--- src/spq_pkg.sv ---
`timescale 1ns / 1ps

package spq_pkg;

  localparam int unsigned QueueDepth = 16;
  localparam int unsigned CountW     = $clog2(QueueDepth + 1);
  localparam int unsigned IdxW       = $clog2(QueueDepth);

  localparam logic OpInsert = 1'b0;
  localparam logic OpPop    = 1'b1;

  typedef struct packed {
    logic        operation;
    logic [15:0] priority_req;
    logic [15:0] entry_id;
  } req_t;

  typedef struct packed {
    logic        removed_valid;
    logic [15:0] removed_priority;
    logic [15:0] removed_id;
    logic        rejected;
    logic [4:0]  entry_count;
  } rsp_t;

  typedef struct packed {
    logic [15:0] prio;
    logic [15:0] id;
  } entry_t;

  // Per-cell control for one insert step.
  typedef struct packed {
    logic load_new;
    logic shift_in;
  } cell_ctrl_t;

endpackage

--- src/sorted_priority_queue_unit.sv ---
`timescale 1ns / 1ps

// Sorted priority queue of spq_pkg::QueueDepth entries held in a row of cells,
// ascending by priority with equal priorities in arrival order. On every request
// transaction all cells compare their priority with the new one and either
// keep their entry, load the new entry, or take their lower neighbor's entry, so
// an insert lands in one step. A pop returns the tail entry and the count after
// the operation; a full insert or an empty pop is flagged as rejected. A new
// request is taken each cycle while the one-entry response register is empty
// or being drained, so throughput is one item per cycle.
module sorted_priority_queue_unit (
  input  logic          clk_i,
  input  logic          rst_ni,
  input  logic          in_valid_i,
  output logic          in_stall_o,
  input  spq_pkg::req_t in_data_i,
  output logic          out_valid_o,
  input  logic          out_stall_i,
  output spq_pkg::rsp_t out_data_o
);

  localparam int unsigned Depth  = spq_pkg::QueueDepth;
  localparam int unsigned CountW = spq_pkg::CountW;
  localparam int unsigned IdxW   = spq_pkg::IdxW;

  logic [CountW-1:0]   count_q, count_d;
  logic                out_valid_q;
  spq_pkg::rsp_t       out_data_q, rsp_d;

  spq_pkg::entry_t     new_entry;
  spq_pkg::entry_t     entries [Depth];
  spq_pkg::cell_ctrl_t ctrl [Depth];
  logic [Depth-1:0]    le, stays;
  logic                accept, full, empty, insert_en;
  logic [IdxW-1:0]     tail_idx;

  assign in_stall_o  = out_valid_q & out_stall_i;
  assign accept      = in_valid_i & ~in_stall_o;
  assign out_valid_o = out_valid_q;
  assign out_data_o  = out_data_q;

  assign full      = (count_q == CountW'(Depth));
  assign empty     = (count_q == '0);
  assign insert_en = accept & (in_data_i.operation == spq_pkg::OpInsert) & ~full;
  assign tail_idx  = IdxW'(count_q - CountW'(1));

  assign new_entry.prio = in_data_i.priority_req;
  assign new_entry.id   = in_data_i.entry_id;

  for (genvar i = 0; i < Depth; i++) begin : g_cell
    // Occupied cells whose priority is not above the new one form a prefix.
    assign stays[i] = (CountW'(i) < count_q) & le[i];

    if (i == 0) begin : g_head
      assign ctrl[i].load_new = insert_en & ~stays[i];
      assign ctrl[i].shift_in = 1'b0;
      spq_cell u_cell (
        .clk_i   (clk_i),
        .ctrl_i  (ctrl[i]),
        .left_i  (new_entry),
        .new_i   (new_entry),
        .entry_o (entries[i]),
        .le_o    (le[i])
      );
    end else begin : g_body
      assign ctrl[i].load_new = insert_en & ~stays[i] & stays[i-1];
      assign ctrl[i].shift_in = insert_en & ~stays[i] & ~stays[i-1];
      spq_cell u_cell (
        .clk_i   (clk_i),
        .ctrl_i  (ctrl[i]),
        .left_i  (entries[i-1]),
        .new_i   (new_entry),
        .entry_o (entries[i]),
        .le_o    (le[i])
      );
    end
  end

  always_comb begin
    count_d = count_q;
    rsp_d   = '0;
    if (in_data_i.operation == spq_pkg::OpInsert) begin
      if (full) begin
        rsp_d.rejected = 1'b1;
      end else begin
        count_d = count_q + CountW'(1);
      end
    end else begin
      if (empty) begin
        rsp_d.rejected = 1'b1;
      end else begin
        count_d                = count_q - CountW'(1);
        rsp_d.removed_valid    = 1'b1;
        rsp_d.removed_priority = entries[tail_idx].prio;
        rsp_d.removed_id       = entries[tail_idx].id;
      end
    end
    rsp_d.entry_count = 5'(count_d);
  end

  always_ff @(posedge clk_i or negedge rst_ni) begin
    if (!rst_ni) begin
      count_q     <= '0;
      out_valid_q <= 1'b0;
    end else begin
      if (accept) begin
        count_q     <= count_d;
        out_valid_q <= 1'b1;
      end else if (!out_stall_i) begin
        out_valid_q <= 1'b0;
      end
    end
  end

  always_ff @(posedge clk_i) begin
    if (accept) begin
      out_data_q <= rsp_d;
    end
  end

endmodule

--- src/spq_cell.sv ---
`timescale 1ns / 1ps

module spq_cell (
  input  logic               clk_i,
  input  spq_pkg::cell_ctrl_t ctrl_i,
  input  spq_pkg::entry_t    left_i,
  input  spq_pkg::entry_t    new_i,
  output spq_pkg::entry_t    entry_o,
  output logic               le_o
);

  spq_pkg::entry_t entry_q;
  spq_pkg::entry_t entry_d;

  // The stored entry stays in place when its priority does not exceed the new one.
  assign le_o    = (entry_q.prio <= new_i.prio);
  assign entry_o = entry_q;

  always_comb begin
    entry_d = entry_q;
    if (ctrl_i.load_new) begin
      entry_d = new_i;
    end else if (ctrl_i.shift_in) begin
      entry_d = left_i;
    end
  end

  always_ff @(posedge clk_i) begin
    entry_q <= entry_d;
  end

endmodule
--- config.mk ---
export PLATFORM = sky130hd
export DESIGN_NAME = sorted_priority_queue_unit
export DESIGN_NICKNAME = d
export VERILOG_FILES = /design/src/spq_pkg.sv /design/src/sorted_priority_queue_unit.sv /design/src/spq_cell.sv
export SDC_FILE = /design/constraint.sdc
export NUM_CORES = 1
export LEC_CHECK = 0
export ABC_AREA = 0
export BUFFER_PORTS_ARGS = -buffer_cell sky130_fd_sc_hd__buf_4
export CORE_MARGIN = 1
export CORE_UTILIZATION = 51
export CTS_CLUSTER_DIAMETER = 60
export DETAILED_ROUTE_END_ITERATION = 8
export PLACE_DENSITY = 0.7
export SLEW_MARGIN = 10
export SYNTH_ARGS = -nofsm -noshare
export SYNTH_HDL_FRONTEND = slang
export SYNTH_SLANG_ARGS = --single-unit
--- constraint.sdc ---
create_clock -name clk_i -period 6.4 [get_ports clk_i]
set_input_delay 1.28 -clock clk_i [delete_from_list [all_inputs] [get_ports clk_i]]
set_output_delay 1.28 -clock clk_i [all_outputs]
set_load 0.01 [all_outputs]
==> results of run 1 <==
## metrics by stage
stage	instance area, um2	util [%]	cells	power (mW)
after floorplan	33000	-	2232	8.30
after global placement	34700	54.6	3077	10.0
after detailed placement	34700	54.6	3077	10.1
after CTS	36600	57.6	3191	13.6
after global routing	36600	57.6	3193	14.1
final	36600	57.6	3193	13.5
## worst max-delay path by stage
stage / from / end / slack [ns] / cells after the start
after floorplan: in_data_i[31] / g_cell[13].g_body.u_cell.entry_o[10] / 1.36 / 11
after global placement: in_data_i[27] / g_cell[1].g_body.u_cell.entry_o[8] / 0.83 / 11
after detailed placement: in_data_i[27] / g_cell[1].g_body.u_cell.entry_o[8] / 0.83 / 11
after CTS: in_data_i[27] / g_cell[1].g_body.u_cell.entry_o[8] / 1.52 / 11
after global routing: in_data_i[27] / g_cell[1].g_body.u_cell.entry_o[8] / 1.25 / 11
final: in_data_i[27] / g_cell[1].g_body.u_cell.entry_o[8] / 1.40 / 11
## power breakdown
| part | switching (mW) | internal (mW) |
|---|---|---|
| registers | 0.196 | 4.52 |
| logic | 3.07 | 2.28 |
| clock network | 1.52 | 1.95 |
## layer usage
metal	share of wire, %	GRT usage, %
met5	0	0
met4	3.0	8.50
met3	7.8	5.19
met2	48	43.7
met1	41	36.4
## cell usage in the layout, fill, tap and decap left out, types with 5 or more instances in the layout
| cell type | netlist | layout |
|---|---|---|
| edfxtp_1 | 551 | 551 |
| mux2_2 | 451 | 451 |
| ha_1 | 259 | 258 |
| buf_4 | 6 | 131 |
| mux4_2 | 128 | 128 |
| a21oi_1 | 109 | 109 |
| nand2_1 | 78 | 76 |
| a211oi_1 | 69 | 69 |
| clkbuf_16 | 0 | 61 |
| nand4_1 | 46 | 46 |
| inv_1 | 45 | 44 |
| nor2b_1 | 42 | 42 |
| o21ai_0 | 37 | 37 |
| mux2i_1 | 32 | 32 |
| nor2_1 | 37 | 31 |
| mux2_4 | 30 | 30 |
| a21o_1 | 22 | 22 |
| clkbuf_1 | 63 | 16 |
| nor3_1 | 16 | 15 |
| nand3_1 | 14 | 14 |
| nor4_1 | 14 | 14 |
| clkinv_1 | 0 | 11 |
| o211ai_1 | 10 | 10 |
| clkinv_2 | 0 | 10 |
| a31oi_1 | 8 | 8 |
| a21boi_0 | 8 | 8 |
| and3_2 | 0 | 7 |
| nand2b_1 | 6 | 6 |
| a21boi_4 | 1 | 6 |
| nor2_4 | 0 | 6 |
| a2111oi_0 | 5 | 5 |
| dfrtp_1 | 6 | 5 |
## worst max-delay path, cell delays in order
cell       delay [ns]
buf_4            0.18
inv_1            0.54
ha_1             0.36
a21o_1           0.18
o2bb2ai_1        0.12
a2111oi_0        0.53
o21ai_0          0.24
o31ai_1          0.56
nand4_1          0.62
buf_12           0.40
mux2_1           0.34
## final cells by class
type,count,area (um2)
fill,4950,26900
sequential,557,16700
multi-input combinational,1494,15700
clock buffer,80,1630
timing repair buffer,135,1060
tap,846,1060
clock inverter,34,322
inverter,45,169
antenna,2,5.00
## registers in the layout, indices dropped and copies added, names as in the netlist
name,count
count_q,5
g_cell.g_body.u_cell.entry_o,480
out_data_o,39
g_cell.g_head.u_cell.entry_o,32
out_valid_o,1
## kinds of logic after synthesis
logic type / after synthesis
multiplexers: 643
flip-flops: 557
AO/OA/AOI/OAI: 305
AND/OR/NAND/NOR: 282
adder cells (fa/ha/maj): 259
buffers and inverters: 181
XOR/XNOR: 5
==> flow_summary.yaml, run 1 <==
grt:
  grt_max_degree: 63
  grt_pass1_vias: 21400
  overflow: 0
  grt_pass1_wl_um: 133000
  grt.total_usage_pct: 26.9
  antenna_found_initial: 3
routing:
  initialDrtViolationCount: 1920
  routed_wl_um: 88100
  wl_per_cell_um: 27.6
  drtAntennaViolNets: 0
  drc: 0
  viasPerCell: 6.51
  firstDrtPassIters: 5
  num_vias: 20800
setup_path:
  r2r_start: "count_q[2]"
  cp.required_ns: 6.81
  arrival_ns: 5.41
  reg2reg_to: "g_cell[1].g_body.u_cell.entry_o[8]"
  reg2reg_slack_ns: 2.00
  startpoint_type: "input port"
  cp_max_fo: 26
  path_class: "input port to flip-flop"
  reg2reg_depth: 9
  cp-end-kind: "flip-flop"
power:
  peakVddDrop_mv: 0.325
  p_per_area_nw_per_um2: 370
  leakage_nw: 13.0
sta:
  worst_slew_pin_slew_ns: 1.27
  hold_viol_final: 0
  post-route-period-util_pct: 78.2
  relSlewSlack_pct: 14.7
  fmax_mhz: 200
  finalMaxSlewViolations: 0
  tns_ns: 0
  finalWorstSetupSlack_ns: 1.40
  hold_slack_ns: 0.453
  rsz0062_at_grt: "false"
  setup_viol: 0
  finalCriticalPeriod_ns: 5.00
  finalClockSkew_ns: 0.0396
logic_synthesis:
  synthMuxAreaShare_pct: 26.5
  synth.area.top_cells: "edfxtp_1 50%, mux2_2 15%, ha_1 9.8%, mux4_2 8.7%, a21oi_1 1.7%"
  synth_adder_area_share_pct: 9.82
  synthesis.nets: 2528
  netlist_instances: 2232
  yosys.area.top_type_share_pct: 50.1
  yosys_warnings: 0
  ys_types: 65
  synth_compound_area_share_pct: 6.00
  synth_top_family_by_area: "multiplexers"
  synthSimpleGateAreaFrac_pct: 4.49
  yosysSeqAreaShare_pct: 50.6
  syn_area_um2: 33000
  synthXorXnorAreaFrac_pct: 0.133
  yosysMostFrequentCell: "edfxtp_1"
  synth_edf_count: 551
  yosys_register_bits: 557
  synth_commonest_cells: "551 x edfxtp_1, 451 x mux2_2, 259 x ha_1"
  synth_top_area_cell: "edfxtp_1"
  synthFlopType: "edfxtp_1"
  postSynthAreaPerCell_um2: 14.8
  synthArstFlopShare_pct: 1.08
clock_tree:
  cts_setup_buffers: 0
  insertion_delay_ns: 0.66
  htreeDepth: 2
  clk_pin_slew_ns: 0.06
  cts_num_sinks: 557
  cts_resized: 0
  clock-root-buffer: "clkbuf_16"
  cts_hold_buffers: 0
  numCtsBuffers: 61
  cts_buffer_depth: 3
  cts_tree: "done"
floorplanning:
  fp-row-count: 92
  dieHeight_um: 256
  die_x_um: 256
  dieArea_um2: 65700
  core_area_um2: 63500
  ios: 78
  initial_core_util_pct: 51.9
placed_design:
  place_ws_ns: 0.827
  portBuffers: 77
  hpwl_um: 61600
  globalplace.congestion: 0.945
status:
  status: "finished clean"
finish:
  drive_above_1_share_pct: 37.1
  area_delta_synth_final_pct: 11.0
  layout.nets: 2590
min_path:
  min_path_type: "input port to asynchronous set/reset pin"
job:
  max_cap_viol_count: 0
Power figures use the tool's default switching activity.
==> run 2: changes to the inputs <==
--- a/config.mk
+++ b/config.mk
@@ -11,7 +11,7 @@
 export CORE_UTILIZATION = 51
 export CTS_CLUSTER_DIAMETER = 60
 export DETAILED_ROUTE_END_ITERATION = 8
-export PLACE_DENSITY = 0.7
+export PLACE_DENSITY = 0.73
 export SLEW_MARGIN = 10
 export SYNTH_ARGS = -nofsm -noshare
 export SYNTH_HDL_FRONTEND = slang
==> constraint.sdc (replaced) <==
create_clock -name clk_i -period 4.29 [get_ports clk_i]
set_input_delay 0.858 -clock clk_i [delete_from_list [all_inputs] [get_ports clk_i]]
set_output_delay 0.858 -clock clk_i [all_outputs]
set_load 0.01 [all_outputs]
==> run 2 against run 1 <==
  * Sequential power grew 50%
  * Routed wire length shrank 2.9%
  * Global-route usage shrank 0.89 points
  * Clock power grew 46%
  * Power grew 50%
  * Flip-flop and latch count is the same
  * Hold slack lost 0.024 ns
  * Final area grew 1.9%
  * Setup slack lost 0.78 ns
  * Critical endpoint is now g_cell[2].g_body.u_cell.entry_o[11]
  * Largest power group unchanged
==> flow_summary.yaml, run 2 (synthesis results as in run 1) <==
sta:
  rsz0062_at_grt: "false"
  relSlewSlack_pct: 24.9
  setup_viol: 0
  tns_ns: 0
  finalMaxSlewViolations: 0
  worst_slew_pin_slew_ns: 1.11
  hold_viol_final: 0
  finalClockSkew_ns: 0.0229
  finalCriticalPeriod_ns: 3.67
  fmax_mhz: 272
  post-route-period-util_pct: 85.6
finish:
  antenna_cells: 0
  layout.nets: 2664
  largest_reg_flops: 480
  final_common_cell: "edfxtp_1"
  final_cell_mix: "551 x edfxtp_1, 451 x mux2_2, 258 x ha_1"
  area_delta_synth_final_pct: 13.2
  drive_above_1_share_pct: 38.7
  final_util_pct: 58.8
routing:
  drtAntennaViolNets: 0
  viasPerCell: 6.38
  wl_per_cell_um: 26.2
  initialDrtViolationCount: 1928
  drc: 0
  firstDrtPassIters: 5
  num_vias: 20800
  routed_wl_um: 85500
clock_tree:
  clk_pin_slew_ns: 0.06
  htreeDepth: 2
  cts_setup_buffers: 0
  cts_num_sinks: 557
  cts_resized: 0
  cts_tree: "done"
  numCtsBuffers: 60
  cts_buffer_depth: 3
  cts_hold_buffers: 1
  clock-root-buffer: "clkbuf_16"
  insertion_delay_ns: 0.65
setup_path:
  reg2reg_depth: 8
  reg2reg_to: "g_cell[2].g_body.u_cell.entry_o[11]"
  cp.required_ns: 4.68
  r2r_start: "count_q[0]"
  cp-end-kind: "flip-flop"
  startpoint_type: "flip-flop"
  reg2reg_slack_ns: 0.62
  path_class: "flip-flop to flip-flop"
  cp_max_fo: 32
  arrival_ns: 4.07
floorplanning:
  dieArea_um2: 65700
  fp-row-count: 92
  dieHeight_um: 256
  initial_core_util_pct: 51.9
  die_x_um: 256
  ios: 78
  core_area_um2: 63500
status:
  status: "finished clean"
grt:
  antenna_found_initial: 1
  grt_pass1_vias: 21300
  grt_pass1_wl_um: 131000
  grt_max_degree: 83
  overflow: 0
  grt.total_usage_pct: 26.0
min_path:
  whs_endpoint: "out_valid_o"
  min_path_type: "input port to flip-flop"
  whs_path_depth: 2
  hp-start: "in_valid_i"
placed_design:
  globalplace.congestion: 0.933
  hpwl_um: 62000
  portBuffers: 77
job:
  max_cap_viol_count: 0
power:
  leakage_nw: 13.5
  p_per_area_nw_per_um2: 543
  peakVddDrop_mv: 0.550
-- run 2: stage by stage --
stage / cell area, um2 / hold WS, ns / total power [mW] / worst slack [ns] / cells
after floorplan: 33000 / 0.524 / 12.4 / 0.0127 / 2232
after global placement: 35400 / 0.506 / 15.1 / 0.0321 / 3151
after detailed placement: 35400 / 0.545 / 15.2 / 0.00247 / 3151
after CTS: 37300 / 0.400 / 20.3 / 0.633 / 3264
after global routing: 37300 / 0.415 / 21.1 / 0.403 / 3264
final: 37300 / 0.429 / 20.3 / 0.617 / 3264
-- run 2: power breakdown --
group	internal, mW	total (mW)	switching (mW)
clock	2.87	5.08	2.20
combinational	3.58	8.11	4.53
sequential	6.75	7.10	0.354
-- run 2: cell type report --
type	instances	area, um2
Fill cell	4896	26200
Clock inverter	38	338
Inverter	45	169
Multi-Input combinational cell	1494	15700
Sequential cell	557	16700
Clock buffer	74	1550
Tap cell	846	1060
Timing Repair Buffer	210	1840
-- run 2: worst max-delay path by stage --
stage / start / end
after CTS: count_q[0] / g_cell[2].g_body.u_cell.entry_o[29]
after floorplan: in_data_i[31] / g_cell[13].g_body.u_cell.entry_o[10]
final: count_q[0] / g_cell[2].g_body.u_cell.entry_o[11]
after global placement: in_data_i[29] / g_cell[10].g_body.u_cell.entry_o[31]
after global routing: in_data_i[29] / g_cell[10].g_body.u_cell.entry_o[28]
after detailed placement: in_data_i[29] / g_cell[10].g_body.u_cell.entry_o[28]
-- run 2: critical path, stage by stage (launching register included) --
cell	delay [ns]
dfrtp_4	0.62
ha_1	0.30
o21ai_0	0.88
o2111ai_1	0.34
a21oi_1	0.20
o21ai_0	0.22
a21boi_4	0.23
buf_12	0.23
mux2_2	0.36
-- run 2: metal layers --
layer  GRT usage (%)  up-vias  wire, um  part of all wire (%)
met5               0        -         7                0.0082
met4            6.60        2      1960                   2.3
met1            36.8    10700     37000                    43
li1                -     9268         -                     -
met2            41.2      774     40100                    47
met3            4.86      123      6460                   7.5
==> run 3: changes to the inputs <==
--- a/config.mk
+++ b/config.mk
@@ -7,12 +7,15 @@
 export LEC_CHECK = 0
 export ABC_AREA = 0
 export BUFFER_PORTS_ARGS = -buffer_cell sky130_fd_sc_hd__buf_4
+export CORE_ASPECT_RATIO = 1.2
 export CORE_MARGIN = 1
 export CORE_UTILIZATION = 51
 export CTS_CLUSTER_DIAMETER = 60
+export CTS_CLUSTER_SIZE = 12
 export DETAILED_ROUTE_END_ITERATION = 8
 export PLACE_DENSITY = 0.73
 export SLEW_MARGIN = 10
 export SYNTH_ARGS = -nofsm -noshare
 export SYNTH_HDL_FRONTEND = slang
+export SYNTH_HIERARCHICAL = 1
 export SYNTH_SLANG_ARGS = --single-unit
==> run 3 against run 2 <==
  * Non-clock buffer count down 66
  * Highest routed layer unchanged
  * Global-route usage decreased by 0.68 points
  * Sequential power rose by 14%
  * Final area is 2.4% higher
==> flow_summary.yaml, run 3 <==
floorplanning:
  dieArea_um2: 69400
  initial_core_util_pct: 51.8
  core_area_um2: 67300
  die_x_um: 241
  ios: 78
  dieHeight_um: 288
  fp-row-count: 104
routing:
  firstDrtPassIters: 5
  routed_wl_um: 88300
  initialDrtViolationCount: 1911
  wl_per_cell_um: 23.6
  num_vias: 23000
  drc: 0
  drtAntennaViolNets: 0
  viasPerCell: 6.16
placed_design:
  place_inst: 3645
  place_ws_ns: 0.0780
  hpwl_um: 65100
  globalplace.congestion: 0.881
  portBuffers: 77
grt:
  grt.total_usage_pct: 25.3
  overflow: 0
  antenna_found_initial: 2
  grt_pass1_vias: 23100
  grt_pass1_wl_um: 135000
  grt_max_degree: 129
setup_path:
  cp_max_fo: 33
  reg2reg_slack_ns: 0.84
  cp.required_ns: 4.66
  arrival_ns: 3.99
  startpoint_type: "input port"
  crit_chain: "buf_4, inv_1, ha_1, nand4_1, nor4_2, nand4_1, o31ai_2, nor2b_1, and3_2, buf_4, mux2_2"
  cp-end-kind: "flip-flop"
  path_class: "input port to flip-flop"
  cpPeakStageDelay_ns: 0.44
  slowest_stage: "nor4_2"
sta:
  hold_viol_final: 0
  setup_viol: 0
  tns_ns: 0
  relSlewSlack_pct: 19.8
  rsz0062_at_grt: "false"
  finalWorstSetupSlack_ns: 0.666
  fmax_mhz: 276
  finalCriticalPeriod_ns: 3.62
  post-route-period-util_pct: 84.5
  worst_slew_pin_slew_ns: 1.20
  finalClockSkew_ns: 0.0333
  finalMaxSlewViolations: 0
power:
  totalPowerFinal_mw: 22.9
  seqPwrFrac_pct: 35.2
  peakVddDrop_mv: 1.08
  p_per_area_nw_per_um2: 599
  p_clk_share_pct: 20.1
  swShare_pct: 38.0
  internal-power_mw: 14.2
  comb_power_share_pct: 44.7
  p_sw_mw: 8.71
  leakage_nw: 14.7
finish:
  seq_area_um2: 16700
  layout.nets: 3097
  drive_above_1_share_pct: 31.4
  area_delta_synth_final_pct: 9.73
  final_cell_mix: "561 x mux2_2, 551 x edfxtp_1, 261 x inv_1"
  nFillCells: 5335
  largest_reg_flops: 480
  layout.cells.non_filler: 3735
  final_common_cell: "mux2_2"
  multi_input_area_um2: 16600
clock_tree:
  cts_hold_buffers: 0
  cts_buffer_depth: 3
  insertion_delay_ns: 0.64
  cts_tree: "done"
  numCtsBuffers: 54
  cts_num_sinks: 557
  htreeDepth: 2
  cts_resized: 0
  clock-root-buffer: "clkbuf_16"
  cts_setup_buffers: 0
  clk_pin_slew_ns: 0.06
logic_synthesis:
  yosys_register_bits: 557
  yosys.area.top_type_share_pct: 47.5
  synth.area.top_cells: "edfxtp_1 47%, mux2_2 18%, ha_1 9.3%, mux2i_1 3.7%, inv_1 2.8%"
  synth_edf_count: 551
  yosysSeqAreaShare_pct: 47.9
  synth_commonest_cells: "561 x mux2_2, 551 x edfxtp_1, 262 x inv_1"
  synth_top_area_cell: "edfxtp_1"
  synthFlopType: "edfxtp_1"
  netlist_instances: 2749
  ys_types: 59
  yosys_warnings: 6
  syn_area_um2: 34800
  postSynthAreaPerCell_um2: 12.7
  synthArstFlopShare_pct: 1.08
  synthesis.nets: 3046
  yosysMostFrequentCell: "mux2_2"
min_path:
  min_path_type: "input port to asynchronous set/reset pin"
job:
  max_cap_viol_count: 0
status:
  status: "finished clean"
==> run 3: path summary, 6_finish.rpt <==
| path | from | endpoint | cells after the start |
|---|---|---|---|
| worst max-delay path | in_data_i[30] | g_cell[12].g_body.u_cell/entry_o[7] | 11 |
| worst min-delay path | rst_ni | count_q[3] | 1 |
| worst max register to register | count_q[0] | g_cell[3].g_body.u_cell/entry_o[3] | 9 |
| worst min register to register | g_cell[13].g_body.u_cell/entry_o[12] | g_cell[14].g_body.u_cell/entry_o[12] | 1 |
| max in group asynchronous | rst_ni | count_q[0] | 1 |
| min in group clk_i | in_valid_i | out_valid_o | 2 |
==> run 3: cell type report <==
| type | count | area share (%) |
|---|---|---|
| inverter | 264 | 2.60 |
| clock buffer | 80 | 3.82 |
| sequential | 557 | 43.7 |
| multi-input combinational | 1779 | 43.3 |
| tap | 901 | 2.95 |
| clock inverter | 9 | 0.426 |
| antenna | 1 | 0.00655 |
| timing repair buffer | 144 | 3.22 |
==> run 3: cells by family after synthesis <==
group | Yosys count | share of synthesized area (%)
compound gates | 305 | 6.07
xor+xnor | 4 | 0.122
fa+ha+maj | 260 | 9.34
buf+inv | 413 | 4.89
flops | 557 | 47.9
mux | 738 | 24.4
other cells | 1 | 0.0108
simple gates | 471 | 7.22
==> run 3: layer usage <==
metal / routed length (um) / up-vias / part of all wire [%] / GRT usage, %
met5: 13 / - / 0.015 / 0
met4: 3130 / 2 / 3.5 / 9.28
met3: 5140 / 146 / 5.8 / 3.27
met2: 42600 / 803 / 48 / 42.0
met1: 37400 / 11500 / 42 / 33.9
li1: - / 10500 / - / -
==> run 3: power by group through the flow <==
stage / Clock (mW) / Combinational [mW] / Sequential, mW
after global placement: 0 / 9.74 / 8.11
final: 4.59 / 10.2 / 8.07
after CTS: 4.66 / 10.1 / 8.06
after floorplan: 0 / 7.18 / 7.92
after global routing: 4.86 / 10.8 / 8.16
after detailed placement: 0 / 10.0 / 8.16
==> run 3: worst max-delay path, delay by kind of cell <==
kind | cells | cell delay [ns]
simple gates | 5 | 1.46
buf+inv | 3 | 0.81
mux | 1 | 0.39
fa+ha+maj | 1 | 0.34
compound gates | 1 | 0.08
==> run 3: through the flow <==
stage / hold slack (ns) / util [%] / instance area (um2)
finish: 0.0400 / 56.8 / 38200
global route: 0.0128 / 56.8 / 38200
CTS: 0.0103 / 56.8 / 38200
detailed placement: 0.558 / 54.4 / 36600
global placement: 0.550 / 54.4 / 36600
floorplan: 0.546 / - / 34800
